**config.mk**
```make
export PLATFORM = sky130hd
export DESIGN_NAME = arp_cache_responder_top
export DESIGN_NICKNAME = d
export VERILOG_FILES = /design/src/rtl/core/arpc_pkg.sv /design/src/rtl/core/arp_cache_responder_top.sv /design/src/rtl/core/arpc_cache.sv /design/src/rtl/core/arpc_ctrl.sv
export SDC_FILE = /design/constraint.sdc
export NUM_CORES = 2
export LEC_CHECK = 0
export BUFFER_PORTS_ARGS = -buffer_cell sky130_fd_sc_hd__buf_2
export CORE_MARGIN = 1.5
export CORE_UTILIZATION = 45
export CTS_CLUSTER_SIZE = 40
export DETAILED_ROUTE_END_ITERATION = 16
export HOLD_SLACK_MARGIN = 0.08
export PLACE_DENSITY = 0.7
export REMOVE_ABC_BUFFERS = 1
export SYNTH_ARGS = -nofsm -noshare
export SYNTH_HDL_FRONTEND = slang
export SYNTH_SLANG_ARGS = --single-unit
```
**constraint.sdc**
```tcl
create_clock -name clk -period 20.6 [get_ports clk]
set_input_delay 4.12 -clock clk [delete_from_list [all_inputs] [get_ports clk]]
set_output_delay 4.12 -clock clk [all_outputs]
set_load 0.05 [all_outputs]
```
**src/rtl/core/arpc_pkg.sv**
```systemverilog
// Shared types and constants for the ARP cache and responder.
// Used by arpc_cache, arpc_ctrl and arp_cache_responder_top; no dependencies.
`timescale 1ns / 1ps
`default_nettype none

package arpc_pkg;

  // Default sizes
  localparam int CACHE_DEPTH = 16;
  localparam int NUM_PORTS   = 3;

  // Configuration port
  localparam int CFG_IDX_W  = 3;
  localparam int CFG_DATA_W = 48;

  localparam logic [CFG_IDX_W-1:0] REG_PORT_COUNT = 3'd0;
  localparam logic [CFG_IDX_W-1:0] REG_PORT0_IP   = 3'd1;
  localparam logic [CFG_IDX_W-1:0] REG_PORT0_MAC  = 3'd2;
  localparam int                   REG_STRIDE     = 2;

  localparam logic [1:0] PORT_COUNT_RESET = 2'd1;

  // Commands
  localparam logic [1:0] CMD_RESOLVE = 2'd0;
  localparam logic [1:0] CMD_REQUEST = 2'd1;
  localparam logic [1:0] CMD_REPLY   = 2'd2;

  // Result kinds
  localparam logic [2:0] KIND_HIT   = 3'd0;
  localparam logic [2:0] KIND_REQ   = 3'd1;
  localparam logic [2:0] KIND_REPLY = 3'd2;
  localparam logic [2:0] KIND_MISS  = 3'd3;
  localparam logic [2:0] KIND_NONE  = 3'd4;

  localparam logic [47:0] MAC_BCAST = 48'hffff_ffff_ffff;

  // Input word
  typedef struct packed {
    logic [1:0]  cmd;
    logic [31:0] query_ip;
    logic [31:0] sender_ip;
    logic [47:0] sender_mac;
    logic [1:0]  in_port;
  } in_t;

  // Result word
  typedef struct packed {
    logic [2:0]  kind;
    logic        last;
    logic [1:0]  out_port;
    logic [47:0] eth_dst_mac;
    logic [47:0] arp_src_mac;
    logic [31:0] arp_src_ip;
    logic [47:0] arp_dst_mac;
    logic [31:0] arp_dst_ip;
    logic [47:0] resolved_mac;
  } out_t;

  // Cache write request
  typedef struct packed {
    logic        en;
    logic [31:0] ip;
    logic [47:0] mac;
  } cache_wr_t;

  // Search status back to the sequencer
  typedef struct packed {
    logic        done;
    logic        hit;
    logic [47:0] mac;
  } srch_t;

endpackage

`default_nettype wire

```
**src/rtl/core/arp_cache_responder_top.sv**
```systemverilog
// Top level of the ARP cache and responder: configuration registers and
// the sequencer/cache pair. Depends on arpc_pkg, arpc_cache and arpc_ctrl.
`timescale 1ns / 1ps
`default_nettype none

// A command is taken when start is high and busy is low. At most one
// word per cycle comes on result, each marked by result_valid for exactly one
// cycle; the receiver cannot stall, so it must take every word as it comes.
// The final word of a command has last set. A received reply, an unknown
// command or a request on an absent port gives its one word the cycle after
// it is taken and leaves busy low. A resolve or a served request searches
// the cache newest first through one compare unit, one entry per cycle.
// After a full miss the ports are walked: a resolve walks every present
// port and ends with a miss word, a request stops at the port that
// answers and ends with a no-action word when none does. Cache contents are
// undefined after reset; per-entry valid bits are cleared by reset, so no
// clearing pass runs. Configuration must be written only while idle, through
// cfg_we/cfg_index/cfg_data; the block itself does not enforce this.
module arp_cache_responder_top #(
  parameter int CACHE_DEPTH = arpc_pkg::CACHE_DEPTH,
  parameter int NUM_PORTS   = arpc_pkg::NUM_PORTS
) (
  input  wire logic                           clk,
  input  wire logic                           rst,
  input  wire logic                           start,
  input  wire arpc_pkg::in_t                  item,
  output logic                                busy,
  output logic                                result_valid,
  output arpc_pkg::out_t                      result,
  input  wire logic                           cfg_we,
  input  wire logic [arpc_pkg::CFG_IDX_W-1:0] cfg_index,
  input  wire logic [arpc_pkg::CFG_DATA_W-1:0] cfg_data
);

  logic [1:0]  port_count;
  logic [31:0] port_ip  [NUM_PORTS];
  logic [47:0] port_mac [NUM_PORTS];

  logic                srch_go;
  logic [31:0]         srch_key;
  arpc_pkg::srch_t     srch;
  arpc_pkg::cache_wr_t wr;

  // Configuration registers
  always_ff @(posedge clk) begin
    if (rst) begin
      port_count <= arpc_pkg::PORT_COUNT_RESET;
      for (int p = 0; p < NUM_PORTS; p++) begin
        port_ip[p]  <= '0;
        port_mac[p] <= '0;
      end
    end else if (cfg_we) begin
      if (cfg_index == arpc_pkg::REG_PORT_COUNT) begin
        port_count <= cfg_data[1:0];
      end
      for (int p = 0; p < NUM_PORTS; p++) begin
        if (cfg_index == arpc_pkg::REG_PORT0_IP
                         + arpc_pkg::CFG_IDX_W'(arpc_pkg::REG_STRIDE * p)) begin
          port_ip[p] <= cfg_data[31:0];
        end
        if (cfg_index == arpc_pkg::REG_PORT0_MAC
                         + arpc_pkg::CFG_IDX_W'(arpc_pkg::REG_STRIDE * p)) begin
          port_mac[p] <= cfg_data[47:0];
        end
      end
    end
  end

  arpc_ctrl #(
    .NUM_PORTS(NUM_PORTS)
  ) u_ctrl (
    .clk          (clk),
    .rst          (rst),
    .start        (start),
    .item         (item),
    .busy         (busy),
    .port_count   (port_count),
    .port_ip      (port_ip),
    .port_mac     (port_mac),
    .srch_go      (srch_go),
    .srch_key     (srch_key),
    .srch         (srch),
    .wr           (wr),
    .result_valid (result_valid),
    .result       (result)
  );

  arpc_cache #(
    .CACHE_DEPTH(CACHE_DEPTH)
  ) u_cache (
    .clk  (clk),
    .rst  (rst),
    .go   (srch_go),
    .key  (srch_key),
    .wr   (wr),
    .srch (srch)
  );

endmodule

`default_nettype wire

```
**src/rtl/core/arpc_cache.sv**
```systemverilog
// Binding cache: ring memory of IP/MAC entries with a one-entry-per-cycle
// compare unit searching newest first. Depends on arpc_pkg.
`timescale 1ns / 1ps
`default_nettype none

module arpc_cache #(
  parameter int CACHE_DEPTH = arpc_pkg::CACHE_DEPTH
) (
  input  wire logic                clk,
  input  wire logic                rst,
  input  wire logic                go,
  input  wire logic [31:0]         key,
  input  wire arpc_pkg::cache_wr_t wr,
  output arpc_pkg::srch_t          srch
);

  localparam int AW = (CACHE_DEPTH > 1) ? $clog2(CACHE_DEPTH) : 1;
  localparam logic [AW-1:0] LAST_IDX = AW'(CACHE_DEPTH - 1);

  logic [31:0]            mem_ip  [CACHE_DEPTH];
  logic [47:0]            mem_mac [CACHE_DEPTH];
  logic [CACHE_DEPTH-1:0] valid;

  logic [AW-1:0] ptr;
  logic [AW-1:0] rd_addr;
  logic [AW-1:0] issue_cnt;
  logic          srch_on;
  logic          cmp_on;
  logic          cmp_last;
  logic [31:0]   key_q;
  logic [31:0]   rd_ip;
  logic [47:0]   rd_mac;
  logic          rd_v;
  logic          srch_done;
  logic          srch_hit;
  logic [47:0]   srch_mac;

  logic [AW-1:0] ptr_inc;
  logic [AW-1:0] ptr_dec;
  logic [AW-1:0] rd_addr_dec;
  logic          hit;
  logic          finish;

  // Ring arithmetic, also for depths that are not a power of two
  assign ptr_inc     = (ptr == LAST_IDX) ? '0 : ptr + AW'(1);
  assign ptr_dec     = (ptr == '0) ? LAST_IDX : ptr - AW'(1);
  assign rd_addr_dec = (rd_addr == '0) ? LAST_IDX : rd_addr - AW'(1);

  // Compare stage
  assign hit    = cmp_on && rd_v && (rd_ip == key_q);
  assign finish = cmp_on && (hit || cmp_last);

  // Write port at the insert pointer
  always_ff @(posedge clk) begin
    if (wr.en) begin
      mem_ip[ptr]  <= wr.ip;
      mem_mac[ptr] <= wr.mac;
    end
  end

  // Registered read, key capture and hit data
  always_ff @(posedge clk) begin
    rd_ip  <= mem_ip[rd_addr];
    rd_mac <= mem_mac[rd_addr];
    rd_v   <= valid[rd_addr];
    if (go) begin
      key_q <= key;
    end
    if (finish) begin
      srch_mac <= rd_mac;
    end
  end

  // Search sequencer and ring pointer
  always_ff @(posedge clk) begin
    if (rst) begin
      valid     <= '0;
      ptr       <= '0;
      rd_addr   <= '0;
      issue_cnt <= '0;
      srch_on   <= 1'b0;
      cmp_on    <= 1'b0;
      cmp_last  <= 1'b0;
      srch_done <= 1'b0;
      srch_hit  <= 1'b0;
    end else begin
      srch_done <= finish;
      srch_hit  <= hit;
      if (wr.en) begin
        valid[ptr] <= 1'b1;
        ptr        <= ptr_inc;
      end
      if (go) begin
        srch_on   <= 1'b1;
        cmp_on    <= 1'b0;
        cmp_last  <= 1'b0;
        rd_addr   <= ptr_dec;
        issue_cnt <= '0;
      end else if (finish) begin
        srch_on <= 1'b0;
        cmp_on  <= 1'b0;
      end else begin
        cmp_on   <= srch_on;
        cmp_last <= srch_on && (issue_cnt == LAST_IDX);
        if (srch_on) begin
          rd_addr   <= rd_addr_dec;
          issue_cnt <= issue_cnt + AW'(1);
          if (issue_cnt == LAST_IDX) begin
            srch_on <= 1'b0;
          end
        end
      end
    end
  end

  assign srch = '{done: srch_done, hit: srch_hit, mac: srch_mac};

  // A write never lands in the middle of a search
  a_no_wr_in_search: assert property (@(posedge clk) disable iff (rst)
    wr.en |-> !srch_on && !cmp_on)
    else $error("cache write during search");

  // Done is a single-cycle pulse
  a_done_pulse: assert property (@(posedge clk) disable iff (rst)
    srch_done |=> !srch_done)
    else $error("search done held longer than one cycle");

endmodule

`default_nettype wire

```
**src/rtl/core/arpc_ctrl.sv**
```systemverilog
// Command sequencer: starts cache searches, walks the ports and emits
// result words at most one per cycle. Depends on arpc_pkg.
`timescale 1ns / 1ps
`default_nettype none

module arpc_ctrl #(
  parameter int NUM_PORTS = arpc_pkg::NUM_PORTS
) (
  input  wire logic                clk,
  input  wire logic                rst,
  input  wire logic                start,
  input  wire arpc_pkg::in_t       item,
  output logic                     busy,
  input  wire logic [1:0]          port_count,
  input  wire logic [31:0]         port_ip  [NUM_PORTS],
  input  wire logic [47:0]         port_mac [NUM_PORTS],
  output logic                     srch_go,
  output logic [31:0]              srch_key,
  input  wire arpc_pkg::srch_t     srch,
  output arpc_pkg::cache_wr_t      wr,
  output logic                     result_valid,
  output arpc_pkg::out_t           result
);

  localparam logic [2:0] S_IDLE   = 3'd0;
  localparam logic [2:0] S_WAIT_R = 3'd1;
  localparam logic [2:0] S_REQ    = 3'd2;
  localparam logic [2:0] S_WAIT_Q = 3'd3;
  localparam logic [2:0] S_LOCAL  = 3'd4;

  logic [2:0]     state, state_next;
  logic [1:0]     idx, idx_next;
  arpc_pkg::in_t  item_q, item_next;
  arpc_pkg::out_t res, res_next;
  logic           res_valid, res_valid_next;

  logic [1:0]  np;
  logic [31:0] sel_ip;
  logic [47:0] sel_mac;
  logic [31:0] in_ip;

  // Result word builders
  function automatic arpc_pkg::out_t mk_simple(input logic [2:0] kind,
                                               input logic [47:0] mac);
    arpc_pkg::out_t r;
    r              = '0;
    r.kind         = kind;
    r.last         = 1'b1;
    r.resolved_mac = mac;
    return r;
  endfunction

  function automatic arpc_pkg::out_t mk_reply(input arpc_pkg::in_t it,
                                              input logic [47:0] mac,
                                              input logic [31:0] src_ip);
    arpc_pkg::out_t r;
    r             = '0;
    r.kind        = arpc_pkg::KIND_REPLY;
    r.last        = 1'b1;
    r.out_port    = it.in_port;
    r.eth_dst_mac = it.sender_mac;
    r.arp_src_mac = mac;
    r.arp_src_ip  = src_ip;
    r.arp_dst_mac = it.sender_mac;
    r.arp_dst_ip  = it.sender_ip;
    return r;
  endfunction

  // Clamp the port count to the ports that exist
  assign np = (port_count > 2'(NUM_PORTS)) ? 2'(NUM_PORTS) : port_count;

  // Select the walked port and the ingress port
  always_comb begin
    sel_ip  = '0;
    sel_mac = '0;
    in_ip   = '0;
    for (int p = 0; p < NUM_PORTS; p++) begin
      if (idx == 2'(p)) begin
        sel_ip  = port_ip[p];
        sel_mac = port_mac[p];
      end
      if (item_q.in_port == 2'(p)) begin
        in_ip = port_ip[p];
      end
    end
  end

  assign busy     = (state != S_IDLE);
  assign srch_key = item.query_ip;

  // Next-state and result logic
  always_comb begin
    state_next     = state;
    idx_next       = idx;
    item_next      = item_q;
    res_next       = res;
    res_valid_next = 1'b0;
    srch_go        = 1'b0;
    wr             = '0;
    case (state)
      S_IDLE: begin
        if (start) begin
          item_next = item;
          case (item.cmd)
            arpc_pkg::CMD_RESOLVE: begin
              srch_go    = 1'b1;
              state_next = S_WAIT_R;
            end
            arpc_pkg::CMD_REQUEST: begin
              if (item.in_port < np) begin
                srch_go    = 1'b1;
                state_next = S_WAIT_Q;
              end else begin
                res_next       = mk_simple(arpc_pkg::KIND_NONE, '0);
                res_valid_next = 1'b1;
              end
            end
            arpc_pkg::CMD_REPLY: begin
              wr.en          = 1'b1;
              wr.ip          = item.sender_ip;
              wr.mac         = item.sender_mac;
              res_next       = mk_simple(arpc_pkg::KIND_NONE, '0);
              res_valid_next = 1'b1;
            end
            default: begin
              res_next       = mk_simple(arpc_pkg::KIND_NONE, '0);
              res_valid_next = 1'b1;
            end
          endcase
        end
      end
      S_WAIT_R: begin
        if (srch.done) begin
          if (srch.hit) begin
            res_next       = mk_simple(arpc_pkg::KIND_HIT, srch.mac);
            res_valid_next = 1'b1;
            state_next     = S_IDLE;
          end else begin
            idx_next   = '0;
            state_next = S_REQ;
          end
        end
      end
      S_REQ: begin
        // Broadcast on each present port but the ingress one, then miss
        if (idx < np) begin
          if (idx != item_q.in_port) begin
            res_next             = '0;
            res_next.kind        = arpc_pkg::KIND_REQ;
            res_next.out_port    = idx;
            res_next.eth_dst_mac = arpc_pkg::MAC_BCAST;
            res_next.arp_src_mac = sel_mac;
            res_next.arp_src_ip  = sel_ip;
            res_next.arp_dst_ip  = item_q.query_ip;
            res_valid_next       = 1'b1;
          end
          idx_next = idx + 2'd1;
        end else begin
          res_next       = mk_simple(arpc_pkg::KIND_MISS, '0);
          res_valid_next = 1'b1;
          state_next     = S_IDLE;
        end
      end
      S_WAIT_Q: begin
        if (srch.done) begin
          if (srch.hit) begin
            res_next       = mk_reply(item_q, srch.mac, in_ip);
            res_valid_next = 1'b1;
            state_next     = S_IDLE;
          end else begin
            idx_next   = '0;
            state_next = S_LOCAL;
          end
        end
      end
      S_LOCAL: begin
        // Answer for the first local port owning the target, and learn it
        if (idx < np) begin
          if (sel_ip == item_q.query_ip) begin
            wr.en          = 1'b1;
            wr.ip          = item_q.query_ip;
            wr.mac         = sel_mac;
            res_next       = mk_reply(item_q, sel_mac, in_ip);
            res_valid_next = 1'b1;
            state_next     = S_IDLE;
          end else begin
            idx_next = idx + 2'd1;
          end
        end else begin
          res_next       = mk_simple(arpc_pkg::KIND_NONE, '0);
          res_valid_next = 1'b1;
          state_next     = S_IDLE;
        end
      end
      default: begin
        state_next = S_IDLE;
      end
    endcase
  end

  // Control registers
  always_ff @(posedge clk) begin
    if (rst) begin
      state     <= S_IDLE;
      idx       <= '0;
      res_valid <= 1'b0;
    end else begin
      state     <= state_next;
      idx       <= idx_next;
      res_valid <= res_valid_next;
    end
  end

  // Payload registers
  always_ff @(posedge clk) begin
    item_q <= item_next;
    res    <= res_next;
  end

  assign result_valid = res_valid;
  assign result       = res;

  // Search completion only arrives while a search is awaited
  a_done_in_wait: assert property (@(posedge clk) disable iff (rst)
    srch.done |-> (state == S_WAIT_R) || (state == S_WAIT_Q))
    else $error("search done outside a wait state");

  // Leaving busy always comes with the final word
  a_busy_ends_last: assert property (@(posedge clk) disable iff (rst)
    !$past(rst) && $fell(busy) |-> res_valid && res.last)
    else $error("busy dropped without a final word");

  // A hit word is always the final word
  a_hit_last: assert property (@(posedge clk) disable iff (rst)
    res_valid && (res.kind == arpc_pkg::KIND_HIT) |-> res.last)
    else $error("hit word not marked last");

endmodule

`default_nettype wire

```
==> flow_metrics.env <==
export IMPL_layout_min_cycle_time_ns=7.36
export IMPL_hold_path_class="reg2reg"
export IMPL_vias=47500
export IMPL_cts_setup_buffers=0
export IMPL_max_freq_mhz=136
export IMPL_worst_pin_slew_ns=1.29
export IMPL_fin_crit_sh_pct=35.7
export IMPL_die_h_um=427
export IMPL_p_sw_share_pct=28.4
export IMPL_status="complete, no violations"
export IMPL_power_density_mw_per_mm2=114
export IMPL_syn_cell_area_mm2=0.0810
export IMPL_clock_skew_ns=0.0513
export IMPL_numCtsBuffers=203
export IMPL_async_flop_share_pct=0
export IMPL_yosys_cell_types_count=70
export IMPL_finalSetupTns_ns=0
export IMPL_grt_pass1_wl_um=331000
export IMPL_clk_path_buf_depth=3
export IMPL_first_pass_iters=7
export IMPL_r2r_slack_ns=13.86
export IMPL_drt_iter0_drc=5816
export IMPL_cap_violations=0
export IMPL_avgRoutedWirePerCell_um=29.5
export IMPL_ir_drop_mv=0.0764
export IMPL_rows=155
export IMPL_worstSetupPathType="in2reg"
export IMPL_setup_viol=0
export IMPL_synth_edf_count=1736
export IMPL_rsz0062_at_grt="no"
export IMPL_critical_path_peak_fanout=91
export IMPL_synth_cells=4962
export IMPL_cts_htree_levels=4
export IMPL_area_delta_synth_final_pct=14.6
export IMPL_die_w_um=427
export IMPL_synth_top_area_share_pct=64.4
export IMPL_fin_util_pct=52.0
export IMPL_grt_pass1_vias=46600
export IMPL_clk_pin_slew_ns=0.06
export IMPL_cts_tree="yes"
export IMPL_post_cts_resized=0
export IMPL_die_area_mm2=0.183
export IMPL_grt_use_total_pct=25.3
export IMPL_final_antenna_net_count=0
export IMPL_arrival_ns=7.80
export IMPL_clkPwrFrac_pct=36.2
export IMPL_synth_commonest_cells="edfxtp_1 (1736), nand2_1 (764), mux4_2 (405)"
export IMPL_reg2reg_to="u_cache.mem_ip[12][11]"
export IMPL_cts_root_buf="clkbuf_16"
export IMPL_pwr_share_comb_pct=16.0
export IMPL_core_area_mm2=0.179
export IMPL_hold_violations=0
export IMPL_hold_slack_ns=0.380
export IMPL_ys_seq_elements=2098
export IMPL_post_synth_top_count_cell="edfxtp_1"
export IMPL_yosysWarningCount=0
export IMPL_place_congestion=0.981
export IMPL_p_seq_share_pct=47.8
export IMPL_slew_headroom_pct=13.2
export IMPL_synth_area_per_cell_um2=16.3
export IMPL_switchingPower_mw=3.01
export IMPL_worstPathRequired_ns=21.04
export IMPL_ys_top_cells_by_area="edfxtp_1 (64%), mux4_2 (11%), dfxtp_1 (8.9%)"
export IMPL_drive_gt1_share_pct=24.3
export IMPL_hp_start="u_cache.rd_mac[9]"
export IMPL_avgViaCountPerCell=5.98
export IMPL_slew_violations=0
export IMPL_end_kind="register"
export IMPL_cts_sinks=2098
export IMPL_yosysSeqAreaShare_pct=73.3
export IMPL_startpoint_type="input pin"
export IMPL_start_util_pct=45.3
export IMPL_r2r_start="u_ctrl.idx[0]"
export IMPL_cts_hold_buf=0
export IMPL_io_pins=435
export IMPL_antenna_found_initial=19
export IMPL_holdPathEnd="u_cache.srch_mac[9]"
export IMPL_wirelength_um=234000
export IMPL_fin_nets=5559
export IMPL_r2r_cells=14
export IMPL_clock_latency_ns=0.86
export IMPL_grt_max_degree=115
export IMPL_p_leak_nw=30.4
export IMPL_crit_start="item[115]"
export IMPL_portBuffers=434
export IMPL_overflow=0
export IMPL_yosys_area_top_type="edfxtp_1"
export IMPL_intPower_mw=7.57
export IMPL_drc=0
export IMPL_synth_main_ff_cell="edfxtp_1"
export IMPL_hold_depth=0
export IMPL_hpwl_um=141000
## flip-flops by register name, indices dropped and copies added, names as in the netlist, 2 cells and up
signal / count
port_count: 2
port_ip: 96
port_mac: 144
u_cache.issue_cnt: 4
u_cache.key_q: 32
u_cache.mem_ip: 512
u_cache.mem_mac: 768
u_cache.ptr: 4
u_cache.rd_addr: 4
u_cache.rd_ip: 32
u_cache.rd_mac: 48
u_cache.srch_mac: 48
u_cache.valid: 16
u_ctrl.idx: 2
u_ctrl.item_q: 114
u_ctrl.result: 262
u_ctrl.state: 3
## power groups by stage
stage          sequential, mW  combinational, mW  clock, mW
6_report                 5.06               1.69       3.83
3_5_place_dp             5.14               1.69          0
3_3_place_gp             5.14               1.68          0
5_1_grt                  5.08               1.76       4.04
4_1_cts                  5.06               1.70       3.87
2_1_floorplan            5.71              0.775          0
## through the flow
| stage | cell area, µm² | total power [mW] | cells | setup WS (ns) |
|---|---|---|---|---|
| CTS | 92800 | 10.6 | 7912 | 13.24 |
| global placement | 85800 | 6.82 | 7527 | 12.43 |
| detailed placement | 85800 | 6.83 | 7527 | 12.39 |
| finish | 92800 | 10.6 | 7935 | 13.24 |
| global route | 92800 | 10.9 | 7928 | 13.14 |
| floorplan | 79700 | 6.48 | 4646 | 5.44 |
## how the worst max path moves through the flow
stage | to | slack, ns | depth (start not counted)
finish | u_cache.mem_ip[12][11] | 13.24 | 8
global route | u_cache.mem_ip[12][11] | 13.14 | 8
CTS | u_cache.mem_ip[12][11] | 13.24 | 8
detailed placement | u_cache.mem_mac[12][23] | 12.39 | 8
global placement | u_cache.mem_mac[11][39] | 12.43 | 8
floorplan | u_cache.rd_addr[0] | 5.44 | 6
## kinds of logic after synthesis
logic type	share of synthesized area (%)
AND/OR/NAND/NOR	6.37
buffers and inverters	1.81
multiplexers	11.7
flip-flops	73.3
XOR/XNOR	0.790
AO/OA/AOI/OAI	5.81
adder cells (fa/ha/maj)	0.170
## area by class of cell
class,instances,area [µm²]
antenna,23,57.6
sequential,2098,59400
clock buffer,268,5660
inverter,53,208
multi-input combinational,2495,20400
tap,2355,2950
fill,14100,85800
timing repair buffer,526,2910
clock inverter,117,1280
## worst max-delay path, cell delays in order
cell,delay [ns]
buf_2,0.10
inv_1,0.07
nor4_4,0.33
buf_12,0.48
o21ai_1,0.49
nor2_4,0.80
buf_4,0.59
buf_4,0.66
## metal layers
metal	GRT usage, %	wire, µm
met3	5.28	20700
met2	41.4	114000
met1	31.6	84900
met4	14.0	13900
met5	0	51
## cell usage in the layout, fill, tap and decap left out, types with 9 or more instances in the layout
cell type,n
a21oi_1,346
a22o_1,41
and2_1,97
buf_2,433
buf_4,89
bufinv_16,20
clkbuf_1,36
clkbuf_16,207
clkbuf_8,26
clkinv_1,33
clkinv_2,36
clkinvlp_4,9
dfxtp_1,358
diode_2,23
edfxtp_1,1736
inv_1,50
mux2i_1,37
mux4_2,405
nand2_1,762
nand2b_1,30
nand3_1,16
nand4_1,12
nor2_1,118
nor2_4,16
nor2b_1,21
nor3_1,10
o211ai_1,97
o21ai_0,114
o21ai_1,52
o22ai_1,53
o2bb2ai_1,15
or2_2,39
xnor2_1,45
xor2_1,28
Power figures use the tool's default switching activity.
